## src/hw/rtl/edc_pkg.sv

```systemverilog
// Shared types for the eta/duration converter: controller states,
// controller-to-datapath command word, datapath status, register indexes.
// No dependencies.
`timescale 1ns / 1ps

package edc_pkg;

	localparam int CFG_IDX_W = 1;

	localparam logic [CFG_IDX_W-1:0] REG_MAX_DURATION = 1'd0;
	localparam logic [CFG_IDX_W-1:0] REG_DIRECTION    = 1'd1;

	typedef enum logic [5:0] {
		S_IDLE = 6'b000001,
		S_PREP = 6'b000010,
		S_MUL  = 6'b000100,
		S_CHK  = 6'b001000,
		S_DIV  = 6'b010000,
		S_FIN  = 6'b100000
	} state_t;

	typedef struct packed {
		logic load;      // capture input word
		logic prep;      // apply first flag, form remaining time
		logic mul;       // encode: scale remaining time by eta
		logic chk;       // decode: range checks, divider init
		logic div_step;  // decode: one quotient bit
		logic fin;       // load result register, grow total
	} cmd_t;

	typedef struct packed {
		logic div_last;  // final quotient bit this cycle
	} stat_t;

endpackage

```

## src/hw/rtl/edc_dp.sv

```systemverilog
// Datapath of the eta/duration converter: running total, multiplier,
// restoring divider and result register.
// Depends on edc_pkg.
`timescale 1ns / 1ps

module edc_dp #(
	parameter int DURATION_BITS = 32,
	parameter int FRACTION_BITS = 16
) (
	input  logic                clk,
	input  logic                arst_n,
	input  edc_pkg::cmd_t       cmd,
	output edc_pkg::stat_t      status,
	input  logic                direction,
	input  logic [31:0]         max_duration,
	input  logic [31:0]         sample,
	input  logic                first,
	output logic [31:0]         value,
	output logic                error
);

	localparam int DB = DURATION_BITS;
	localparam int FB = FRACTION_BITS;
	localparam int RW = (DURATION_BITS < 32) ? DURATION_BITS : 32;
	localparam int PW = RW + FB + 1;
	localparam int CW = $clog2(FRACTION_BITS);
	localparam logic [FB:0] ETA_ONE = {1'b1, {FB{1'b0}}};

	logic [31:0]   sample_q;
	logic          first_q;
	logic [DB-1:0] total_q;
	logic [RW-1:0] rem_q;
	logic [FB:0]   eta_q;
	logic [RW-1:0] enc_val_q;
	logic          spec_q;
	logic          err_q;
	logic [RW-1:0] r_q;
	logic [FB-1:0] quo_q;
	logic [CW-1:0] cnt_q;
	logic [31:0]   value_q;
	logic          error_q;

	logic [DB-1:0] total_eff;
	logic [DB-1:0] budget_ext;
	logic [RW-1:0] rem_n;
	logic [FB:0]   eta_n;
	logic [RW-1:0] dur;
	logic [PW-1:0] prod;
	logic [RW:0]   r2;
	logic [RW:0]   den;
	logic          ge;
	logic [RW-1:0] r_n;
	logic [RW-1:0] addend;
	logic [DB:0]   sum;
	logic [DB-1:0] total_sat;

	assign total_eff  = first_q ? '0 : total_q;
	assign budget_ext = DB'(max_duration[RW-1:0]);
	// remaining time clamps at zero once the total reaches the budget
	assign rem_n = (budget_ext > total_eff) ? RW'(budget_ext - total_eff) : '0;
	assign eta_n = (sample_q > 32'(ETA_ONE)) ? ETA_ONE : sample_q[FB:0];
	assign dur   = sample_q[RW-1:0];

	// eta <= 1.0, so the scaled product never exceeds the remaining time
	assign prod = PW'(rem_q) * PW'(eta_q);

	assign r2  = {r_q, 1'b0};
	assign den = {1'b0, rem_q};
	assign ge  = (r2 >= den);
	assign r_n = ge ? RW'(r2 - den) : r2[RW-1:0];

	assign addend    = direction ? dur : enc_val_q;
	assign sum       = {1'b0, total_q} + (DB+1)'(addend);
	assign total_sat = sum[DB] ? '1 : sum[DB-1:0];

	assign status.div_last = (cnt_q == CW'(FB - 1));

	always_ff @(posedge clk or negedge arst_n) begin
		if (!arst_n) begin
			total_q <= '0;
			cnt_q   <= '0;
		end else begin
			if (cmd.prep && first_q) begin
				total_q <= '0;
			end else if (cmd.fin) begin
				total_q <= total_sat;
			end
			if (cmd.chk) begin
				cnt_q <= '0;
			end else if (cmd.div_step) begin
				cnt_q <= cnt_q + 1'b1;
			end
		end
	end

	always_ff @(posedge clk) begin
		if (cmd.load) begin
			sample_q <= sample;
			first_q  <= first;
		end
		if (cmd.prep) begin
			rem_q <= rem_n;
			eta_q <= eta_n;
		end
		if (cmd.mul) begin
			enc_val_q <= prod[RW+FB-1:FB];
		end
		if (cmd.chk) begin
			spec_q <= (rem_q == '0) || (dur >= rem_q);
			err_q  <= (rem_q == '0) || (dur > rem_q);
			// special cases still run the divide: a zero dividend keeps it harmless
			r_q    <= ((rem_q == '0) || (dur >= rem_q)) ? '0 : dur;
			quo_q  <= '0;
		end else if (cmd.div_step) begin
			r_q   <= r_n;
			quo_q <= {quo_q[FB-2:0], ge};
		end
		if (cmd.fin) begin
			if (direction) begin
				value_q <= spec_q ? 32'(ETA_ONE) : 32'(quo_q);
			end else begin
				value_q <= 32'(enc_val_q);
			end
			error_q <= direction & err_q;
		end
	end

	assign value = value_q;
	assign error = error_q;

`ifndef ASSERT_OFF
	a_enc_le_rem: assert property (@(posedge clk) disable iff (!arst_n)
		$past(cmd.mul) |-> enc_val_q <= rem_q)
		else $error("encoded duration exceeds remaining time");

	a_total_grows: assert property (@(posedge clk) disable iff (!arst_n)
		cmd.fin |=> total_q >= $past(total_q))
		else $error("running total shrank on result");

	a_div_rem_bound: assert property (@(posedge clk) disable iff (!arst_n)
		cmd.div_step |=> r_q < rem_q || rem_q == '0)
		else $error("divider partial remainder out of range");
`endif

endmodule

```

## src/hw/rtl/edc_ctrl.sv

```systemverilog
// Controller of the eta/duration converter: sequences one word through
// prepare, multiply or divide, and the output register handshake.
// Depends on edc_pkg.
`timescale 1ns / 1ps

module edc_ctrl (
	input  logic            clk,
	input  logic            arst_n,
	input  logic            in_valid,
	output logic            in_stall,
	output logic            out_valid,
	input  logic            out_stall,
	input  logic            direction,
	input  edc_pkg::stat_t  status,
	output edc_pkg::cmd_t   cmd
);

	edc_pkg::state_t state_q;
	edc_pkg::state_t state_d;
	logic            out_valid_q;
	logic            out_free;

	assign out_free = !out_valid_q || !out_stall;
	assign in_stall = (state_q != edc_pkg::S_IDLE);

	always_comb begin
		state_d = state_q;
		cmd     = '0;
		unique case (state_q)
			edc_pkg::S_IDLE: begin
				if (in_valid) begin
					cmd.load = 1'b1;
					state_d  = edc_pkg::S_PREP;
				end
			end
			edc_pkg::S_PREP: begin
				cmd.prep = 1'b1;
				state_d  = direction ? edc_pkg::S_CHK : edc_pkg::S_MUL;
			end
			edc_pkg::S_MUL: begin
				cmd.mul = 1'b1;
				state_d = edc_pkg::S_FIN;
			end
			edc_pkg::S_CHK: begin
				cmd.chk = 1'b1;
				state_d = edc_pkg::S_DIV;
			end
			edc_pkg::S_DIV: begin
				cmd.div_step = 1'b1;
				if (status.div_last) begin
					state_d = edc_pkg::S_FIN;
				end
			end
			edc_pkg::S_FIN: begin
				// hold until the result register can take the word
				if (out_free) begin
					cmd.fin = 1'b1;
					state_d = edc_pkg::S_IDLE;
				end
			end
			default: begin
				state_d = edc_pkg::S_IDLE;
			end
		endcase
	end

	always_ff @(posedge clk or negedge arst_n) begin
		if (!arst_n) begin
			state_q     <= edc_pkg::S_IDLE;
			out_valid_q <= 1'b0;
		end else begin
			state_q <= state_d;
			if (cmd.fin) begin
				out_valid_q <= 1'b1;
			end else if (!out_stall) begin
				out_valid_q <= 1'b0;
			end
		end
	end

	assign out_valid = out_valid_q;

`ifndef ASSERT_OFF
	a_accept_to_prep: assert property (@(posedge clk) disable iff (!arst_n)
		in_valid && !in_stall |=> state_q == edc_pkg::S_PREP)
		else $error("accepted word did not enter prepare");

	a_fin_needs_room: assert property (@(posedge clk) disable iff (!arst_n)
		cmd.fin |-> !out_valid_q || !out_stall)
		else $error("result register overwritten while stalled");

	a_fin_holds: assert property (@(posedge clk) disable iff (!arst_n)
		state_q == edc_pkg::S_FIN && out_valid_q && out_stall
		|=> state_q == edc_pkg::S_FIN)
		else $error("finish left while output blocked");
`endif

endmodule

```

## src/hw/rtl/eta_duration_convert_core.sv

```systemverilog
// Top level of the eta/duration converter: configuration registers,
// controller and datapath.
// Depends on edc_pkg, edc_ctrl, edc_dp.
`timescale 1ns / 1ps

// Converts vector elements between Q1.FRACTION_BITS fractions (eta) and
// durations, stick-breaking style. direction 0: value = floor(remaining *
// eta), eta saturated at 1.0. direction 1: value = floor(duration * 2^F /
// remaining), or 1.0 with error set when no time is left or the duration
// exceeds it. The running total grows by the duration either way and is
// cleared by first. One word is in flight at a time: an encode steps
// through capture, prepare, one multiply and finish; a decode steps through
// capture, prepare, range check, the restoring divider that produces one
// quotient bit per cycle, and finish. A result waiting in the output
// register does not block the next input word. Configuration is to be
// written only while the block is idle; the block does not enforce this.
module eta_duration_convert_core #(
	parameter int DURATION_BITS = 32,
	parameter int FRACTION_BITS = 16
) (
	input  logic                            clk,
	input  logic                            arst_n,
	input  logic                            cfg_write_en,
	input  logic [edc_pkg::CFG_IDX_W-1:0]   cfg_index,
	input  logic [31:0]                     cfg_data,
	input  logic                            in_valid,
	output logic                            in_stall,
	input  logic [31:0]                     sample,
	input  logic                            first,
	output logic                            out_valid,
	input  logic                            out_stall,
	output logic [31:0]                     value,
	output logic                            error
);

	logic [31:0]    max_duration_q;
	logic           direction_q;
	edc_pkg::cmd_t  cmd;
	edc_pkg::stat_t status;

	always_ff @(posedge clk or negedge arst_n) begin
		if (!arst_n) begin
			max_duration_q <= '0;
			direction_q    <= 1'b0;
		end else if (cfg_write_en) begin
			unique case (cfg_index)
				edc_pkg::REG_MAX_DURATION: max_duration_q <= cfg_data;
				edc_pkg::REG_DIRECTION:    direction_q    <= cfg_data[0];
				default: ;
			endcase
		end
	end

	edc_ctrl u_ctrl (
		.clk       (clk),
		.arst_n    (arst_n),
		.in_valid  (in_valid),
		.in_stall  (in_stall),
		.out_valid (out_valid),
		.out_stall (out_stall),
		.direction (direction_q),
		.status    (status),
		.cmd       (cmd)
	);

	edc_dp #(
		.DURATION_BITS (DURATION_BITS),
		.FRACTION_BITS (FRACTION_BITS)
	) u_dp (
		.clk          (clk),
		.arst_n       (arst_n),
		.cmd          (cmd),
		.status       (status),
		.direction    (direction_q),
		.max_duration (max_duration_q),
		.sample       (sample),
		.first        (first),
		.value        (value),
		.error        (error)
	);

endmodule
```

## config.mk

```make
export PLATFORM = sky130hd
export DESIGN_NAME = eta_duration_convert_core
export DESIGN_NICKNAME = d
export VERILOG_FILES = /design/src/hw/rtl/edc_pkg.sv /design/src/hw/rtl/edc_dp.sv /design/src/hw/rtl/edc_ctrl.sv /design/src/hw/rtl/eta_duration_convert_core.sv
export SDC_FILE = /design/constraint.sdc
export NUM_CORES = 2
export LEC_CHECK = 0
export BUFFER_PORTS_ARGS = -buffer_cell sky130_fd_sc_hd__buf_2
export CAP_MARGIN = 20
export CELL_PAD_IN_SITES_DETAIL_PLACEMENT = 0
export CELL_PAD_IN_SITES_GLOBAL_PLACEMENT = 2
export CORE_MARGIN = 5
export CORE_UTILIZATION = 42
export CTS_BUF_LIST = sky130_fd_sc_hd__clkbuf_16
export CTS_CLUSTER_DIAMETER = 150
export DETAILED_ROUTE_END_ITERATION = 8
export GPL_TIMING_DRIVEN = 0
export PLACE_DENSITY = 0.9
export SLEW_MARGIN = 20
export SYNTH_ARGS = -nofsm -noshare
export SYNTH_HDL_FRONTEND = slang
export SYNTH_SLANG_ARGS = --single-unit
```

## constraint.sdc

```tcl
create_clock -name clk -period 7.75 [get_ports clk]
set_input_delay 1.1625 -clock clk [delete_from_list [all_inputs] [get_ports clk]]
set_output_delay 1.1625 -clock clk [all_outputs]
set_load 0.005 [all_outputs]
```

Yosys cells after proc, flatten, opt, wreduce, memory -nomap -nowiden:

Cells that the tools add are included.

* logic and storage cells: 81
* input port bits: 71
* output and inout bits: 35
* register bits after elaboration: 273

* muxes and demuxes: 28
* eq/ne operators: 12
* reduce and logical (&&, ||, !) cells: 12
* bitwise operators: 2
* $lt $le $gt $ge: 5
* $add $sub $neg: 4
* $mul: 1

Operators with widths (count)
* $mux W32: 10
* $gt A32 B32 Y1: 2
* $sub A32 B32 Y32: 2
* $mul A32 B17 Y48: 1
* $pmux W6 S6: 1
* $add A32 B32 Y33: 1
* $ge A33 B32 Y1: 1
* $ge A32 B32 Y1: 1
* $gt A32 B17 Y1 const B: 1
* $logic_not A32 Y1: 1
* $mux W6: 3
* $mux W17: 1
* $mux W4: 3
* $mux W1: 10
* $eq A6 B1 Y1 const B: 1
* $eq A6 B2 Y1 const B: 1
* $eq A6 B3 Y1 const B: 1
* $eq A6 B4 Y1 const B: 1
* $eq A6 B5 Y1 const B: 1
* $eq A6 B6 Y1 const B: 1
* $ne A6 B1 Y1 const B: 1
* $add A4 B1 Y4 const B: 1
* $eq A4 B4 Y1 const B: 1
* $ne A2 B1 Y1 const B: 2
* other kinds (9): 15

Depth between registers and ports, before layout:

* depth after elaboration: 6
* depth in mapped cells: 25
* depth with buffers taken out: 23

Cells and area by module:

Synthesis repeated with hierarchy kept, for this count alone.

* cell total of the unflattened synthesis: 3564
* area total of the unflattened synthesis: 33251.9 um^2

Modules (own cells, without submodules)
* edc_dp: cells an instance 3445, sequential area each 6656.4 um^2, area each 31427.6 um^2, times used 1
* eta_duration_convert_core: cells an instance 72, sequential area each 825.8 um^2, area each 1398.8 um^2, times used 1
* edc_ctrl: cells an instance 47, sequential area each 176.4 um^2, area each 425.4 um^2, times used 1

Worst setup path after synthesis:

OpenSTA, ideal clock, no wires.

* kind: reg-to-reg
* from: reg u_dp.rem_q[11]
* to: reg u_dp.enc_val_q[24], data pin
* arrival time: 5.970 ns
* slack: 1.514 ns
* period minus slack after synthesis: 6.236 ns
* path buffers: 2
* library setup time: 0.266 ns
* required time: 7.484 ns
* stages on the path, launching flop included: 21
* cells stage by stage: edfxtp_1 clkbuf_1 clkbuf_1 nand2_1 fa_1 fa_1 fa_1 inv_1 fa_1 fa_1 fa_1 ha_1 and3_1 nor3b_1 a22oi_1 o21ai_0 a41o_1 a21oi_1 a21oi_1 or3_1 xor2_1

* longest elaborated chain between the ends: 1

Ends and longest elaborated chain
* from (decl): line edc_dp.sv:32 `logic [RW-1:0] rem_q;`
* from (signal assigned): line edc_dp.sv:102 `rem_q <= rem_n;`
* $mul A32 B17 Y48: line edc_dp.sv:65 `assign prod = PW'(rem_q) * PW'(eta_q);`
* net u_dp.prod[40]: line edc_dp.sv:48 `logic [PW-1:0] prod;`
* to (signal assigned): line edc_dp.sv:106 `enc_val_q <= prod[RW+FB-1:FB];`
* to (decl): line edc_dp.sv:34 `logic [RW-1:0] enc_val_q;`

The timed path passes the listed nets, and every way through them passes these cells.
A chain may end at the register's enable or synchronous reset.

Worst setup path in the final report:

* from: reg u_dp.rem_q[28]
* to: reg u_dp.enc_val_q[24], data pin

The elaborated chain is that of the path after synthesis.

==> metrics.txt <==
# TYPE chip_impl_metric gauge
chip_impl_metric{name="slew_violations",unit=""} 0
chip_impl_info{name="synth_top_cells_by_area",value="sky130_fd_sc_hd__fa_1 27%, sky130_fd_sc_hd__edfxtp_1 16%, sky130_fd_sc_hd__ha_1 9.2%"} 1
chip_impl_info{name="root_buffer",value="sky130_fd_sc_hd__clkbuf_16"} 1
chip_impl_metric{name="die_area",unit="um^2"} 85000
chip_impl_info{name="regToRegEndpoint",value="u_dp.enc_val_q[24]"} 1
chip_impl_metric{name="drv.max_cap_violation_count",unit=""} 0
chip_impl_metric{name="synth_largest_type_area_fraction",unit="%"} 27.0
chip_impl_metric{name="finish.net_count",unit=""} 4486
chip_impl_info{name="run_status",value="complete, no violations"} 1
chip_impl_metric{name="slowest_cell_delay_on_critical_path",unit="ps"} 680
chip_impl_metric{name="post-route-min-period",unit="ps"} 7510
chip_impl_metric{name="postSynthAreaPerCell",unit="um^2"} 9.27
chip_impl_metric{name="tightestPinTransition",unit="ps"} 1040
chip_impl_metric{name="grt_antenna_before_repair",unit=""} 1
chip_impl_metric{name="vias_in_the_first_global_route",unit=""} 26400
chip_impl_metric{name="cp_data_arrival_time",unit="ps"} 7800
chip_impl_metric{name="totalWireLength",unit="um"} 109000
chip_impl_metric{name="route.antenna.remaining_nets",unit=""} 0
chip_impl_metric{name="min_path_cells",unit=""} 1
chip_impl_metric{name="largest_net_degree_at_the_start_of_global_routing",unit=""} 41
chip_impl_metric{name="finalHoldViolations",unit=""} 0
chip_impl_info{name="most_common_cell_on_crit_path",value="sky130_fd_sc_hd__fa_1"} 1
chip_impl_metric{name="dp_hpwl",unit="um"} 88400
chip_impl_metric{name="floorplan.initialDensity",unit="%"} 42.3
chip_impl_info{name="setup_repair_after_global_routing_missed_its_margin",value="false"} 1
chip_impl_metric{name="synth_edf_count",unit=""} 181
chip_impl_metric{name="rows",unit=""} 103
chip_impl_metric{name="overflow",unit=""} 0
chip_impl_metric{name="maxSlewHeadroom",unit="%"} 31.0
chip_impl_metric{name="design_area",unit="um^2"} 36200
chip_impl_metric{name="ys_seq_elements",unit=""} 273
chip_impl_metric{name="r2r_slack",unit="ps"} 240
chip_impl_info{name="path_cells",value="clkbuf_1, clkbuf_1, nand2_1, fa_1, inv_1, fa_1, inv_1, fa_1, inv_1, fa_1, fa_1, inv_1, fa_1, inv_1, ha_1, a21o_1, a21o_1, a21oi_1, o21ai_0, a21oi_1, a21oi_1, or3_1, xor2_1"} 1
chip_impl_metric{name="skew",unit="ps"} 10.1
chip_impl_metric{name="ys_async_sr_fraction",unit="%"} 27.8
chip_impl_metric{name="fin_crit_sh",unit="%"} 96.9
chip_impl_metric{name="numCtsBuffers",unit=""} 28
chip_impl_metric{name="syn_area",unit="um^2"} 33300
chip_impl_metric{name="preCtsSetupSlack",unit="ps"} -409
chip_impl_metric{name="cp_data_required_time",unit="ps"} 8040
chip_impl_metric{name="drt_first_pass_iters",unit=""} 5
chip_impl_metric{name="detailedRoute.firstIterationViolations",unit=""} 2131
chip_impl_metric{name="port-buffer-count",unit=""} 105
chip_impl_metric{name="synth.lib_cells_used.distinct",unit=""} 71
chip_impl_info{name="timing.critical_path.from_type",value="flip-flop"} 1
chip_impl_metric{name="detailed_place.area",unit="um^2"} 35300
chip_impl_metric{name="fmax",unit="MHz"} 133
chip_impl_metric{name="global_route_wire_length_before_repair",unit="um"} 166000
chip_impl_info{name="min_path_type",value="reg -> reg"} 1
chip_impl_metric{name="std_cell_core_area",unit="um^2"} 78700
chip_impl_metric{name="clock_pin_slew_on_the_worst_setup_and_hold_paths",unit="ps"} 70
chip_impl_metric{name="wl_per_cell",unit="um"} 22.7
chip_impl_info{name="cp_top_family",value="adder cells"} 1
chip_impl_metric{name="dieWidth",unit="um"} 292
chip_impl_metric{name="seq_area_frac_synth",unit="%"} 23.0
chip_impl_metric{name="critical_path.max_fanout",unit=""} 10
chip_impl_metric{name="cts_hold_repair.buffers",unit=""} 0
chip_impl_metric{name="critPathBufInv",unit=""} 7
chip_impl_metric{name="totalNegativeSetupSlack",unit="ps"} 0
chip_impl_metric{name="via_per_inst",unit=""} 5.40
chip_impl_info{name="hold-path-endpoint",value="u_dp.quo_q[15]"} 1
chip_impl_metric{name="synth_fp_nets",unit=""} 4358
chip_impl_metric{name="fp.dieH",unit="um"} 292
chip_impl_metric{name="routabilityCongestion",unit=""} 0.962
chip_impl_metric{name="yosys_warnings",unit=""} 0
chip_impl_info{name="worstHoldStart",value="u_dp.quo_q[15]"} 1
chip_impl_info{name="critPathKind",value="reg -> reg"} 1
chip_impl_info{name="yosys_most_used_dff",value="sky130_fd_sc_hd__edfxtp_1"} 1
chip_impl_metric{name="htree_levels",unit=""} 1
chip_impl_metric{name="ctsLongestPathBuffers",unit=""} 3
chip_impl_info{name="end_kind",value="flip-flop"} 1
chip_impl_metric{name="globalRouteTotalUtil",unit="%"} 25.5
chip_impl_metric{name="post_route_cells_drive_above_1_share",unit="%"} 7.06
chip_impl_metric{name="worst_r2r_path_depth",unit=""} 23
chip_impl_metric{name="vias",unit=""} 25900
chip_impl_info{name="reg2reg_from",value="u_dp.rem_q[28]"} 1
chip_impl_metric{name="worstSkewPairLatency",unit="ps"} 580
chip_impl_info{name="cpMaxStageDelayCell",value="sky130_fd_sc_hd__clkbuf_1"} 1
chip_impl_metric{name="setup_violating_endpoint_count_in_the_final_report",unit=""} 0
chip_impl_metric{name="io_pins",unit=""} 106
chip_impl_metric{name="post-route-drc-count",unit=""} 0
chip_impl_metric{name="syn-instance-count",unit=""} 3592
chip_impl_info{name="tritoncts",value="yes"} 1
chip_impl_info{name="synth_top_area_cell",value="sky130_fd_sc_hd__fa_1"} 1
chip_impl_metric{name="synthToLayoutAreaGrowth",unit="%"} 8.82
chip_impl_metric{name="number_of_fill_cells_in_the_layout",unit=""} 7707
chip_impl_metric{name="worst_slack",unit="ps"} 242
chip_impl_info{name="cp-startpoint",value="u_dp.rem_q[28]"} 1
chip_impl_metric{name="cts.sink_count",unit=""} 273
==> routing by layer <==
| metal | GRT usage, % | vias to the layer above | part of all wire, % |
|---|---|---|---|
| li1 | - | 11900 | - |
| met1 | 36.5 | 12900 | 44 |
| met2 | 39.8 | 927 | 44 |
| met3 | 3.48 | 193 | 6.9 |
| met4 | 9.55 | 0 | 4.5 |
| met5 | 0 | - | 0 |
==> synth_stat cells, types with 9 or more instances <==
cell                       instances
sky130_fd_sc_hd__nand2_1         540
sky130_fd_sc_hd__inv_1           561
sky130_fd_sc_hd__nor3b_1           9
sky130_fd_sc_hd__nor4_1           22
sky130_fd_sc_hd__mux2i_1          29
sky130_fd_sc_hd__mux2_2           33
sky130_fd_sc_hd__nor3_1           26
sky130_fd_sc_hd__a21oi_1         131
sky130_fd_sc_hd__o21a_1           18
sky130_fd_sc_hd__xor2_1           39
sky130_fd_sc_hd__dfxtp_1          16
sky130_fd_sc_hd__nand4_1          31
sky130_fd_sc_hd__or3_1            14
sky130_fd_sc_hd__a21o_1          115
sky130_fd_sc_hd__nand2b_1         44
sky130_fd_sc_hd__a31oi_1          18
sky130_fd_sc_hd__dfrtp_1          75
sky130_fd_sc_hd__and3_1           23
sky130_fd_sc_hd__edfxtp_1        181
sky130_fd_sc_hd__o21bai_1         13
sky130_fd_sc_hd__and2_1          242
sky130_fd_sc_hd__nand3_1          38
sky130_fd_sc_hd__o21ai_0         147
sky130_fd_sc_hd__xnor2_1          70
sky130_fd_sc_hd__clkbuf_1        172
sky130_fd_sc_hd__o21ai_1          17
sky130_fd_sc_hd__nor2b_1          38
sky130_fd_sc_hd__fa_1            449
sky130_fd_sc_hd__a22o_1           19
sky130_fd_sc_hd__ha_1            246
sky130_fd_sc_hd__a211oi_1         10
sky130_fd_sc_hd__nor2_1           99
sky130_fd_sc_hd__o211ai_1         11
==> timing repair <==
action	in CTS	in global routing
setup endpoints to repair	10	14
setup buffers	1	0
gates resized for setup	12	65
==> sequential cells by signal, indices dropped and copies added (netlist names), 4 cells and up <==
register        count
max_duration_q     32
u_dp.total_q       32
u_dp.cnt_q          4
u_dp.dur           32
u_dp.rem_q         32
u_dp.eta_q         17
u_dp.value         32
u_dp.enc_val_q     32
u_ctrl.state_q      6
u_dp.r_q           32
u_dp.quo_q         16
==> per-stage QoR <==
step	cells	util, %	hold slack, ps
finish	4793	46.0	495
global route	4792	46.0	503
CTS	4804	46.0	483
detailed placement	4756	44.8	466
global placement	4747	44.6	461
floorplan	3592	-	442
==> how the worst max path moves through the flow <==
stage	end	slack, ps	cells past startpoint
after floorplan	u_dp.enc_val_q[24]	1510	20
after global placement	u_dp.enc_val_q[30]	-410	20
after detailed placement	u_dp.enc_val_q[27]	-410	20
after CTS	u_dp.enc_val_q[24]	10	20
after global routing	u_dp.enc_val_q[31]	1	21
final	u_dp.enc_val_q[24]	240	23
==> layout make-up <==
cell class                 instances  area (um^2)  share of cell area, %
clock inverter                    21          151                  0.418
sequential                       273         7660                   21.1
multi-input combinational       2577        22900                   63.1
clock buffer                      31          776                   2.14
timing repair buffer             115          664                   1.83
antenna                            1         2.50                0.00691
buffer                           164          692                   1.91
tap                             1050         1310                   3.63
inverter                         561         2110                   5.81
==> placed cells by master, fill, tap and decap left out, drive strengths merged, types with 125 or more instances in the layout <==
cell      n
and2    242
o21ai   165
nand2   540
fa      449
ha      246
inv     567
a21oi   131
buf     125
clkbuf  185
edfxtp  181
==> cells by family (layout without fill, tap and decap cells) <==
family / count (synthesis) / in the layout / synth area share (%)
adders and majority gates: 695 / 695 / 36.3
muxes: 62 / 62 / 1.99
DFF: 273 / 273 / 23.0
buffers and inverters: 742 / 892 / 8.44
other: 0 / 1 / 0
and+or+nand+nor: 1147 / 1147 / 16.7
AOI/OAI and AO/OA: 564 / 564 / 10.8
xor gates and xnor gates: 109 / 109 / 2.87
Power is not shown: default switching activity piles up to over one toggle a cycle in this logic, so the estimate is an artifact.
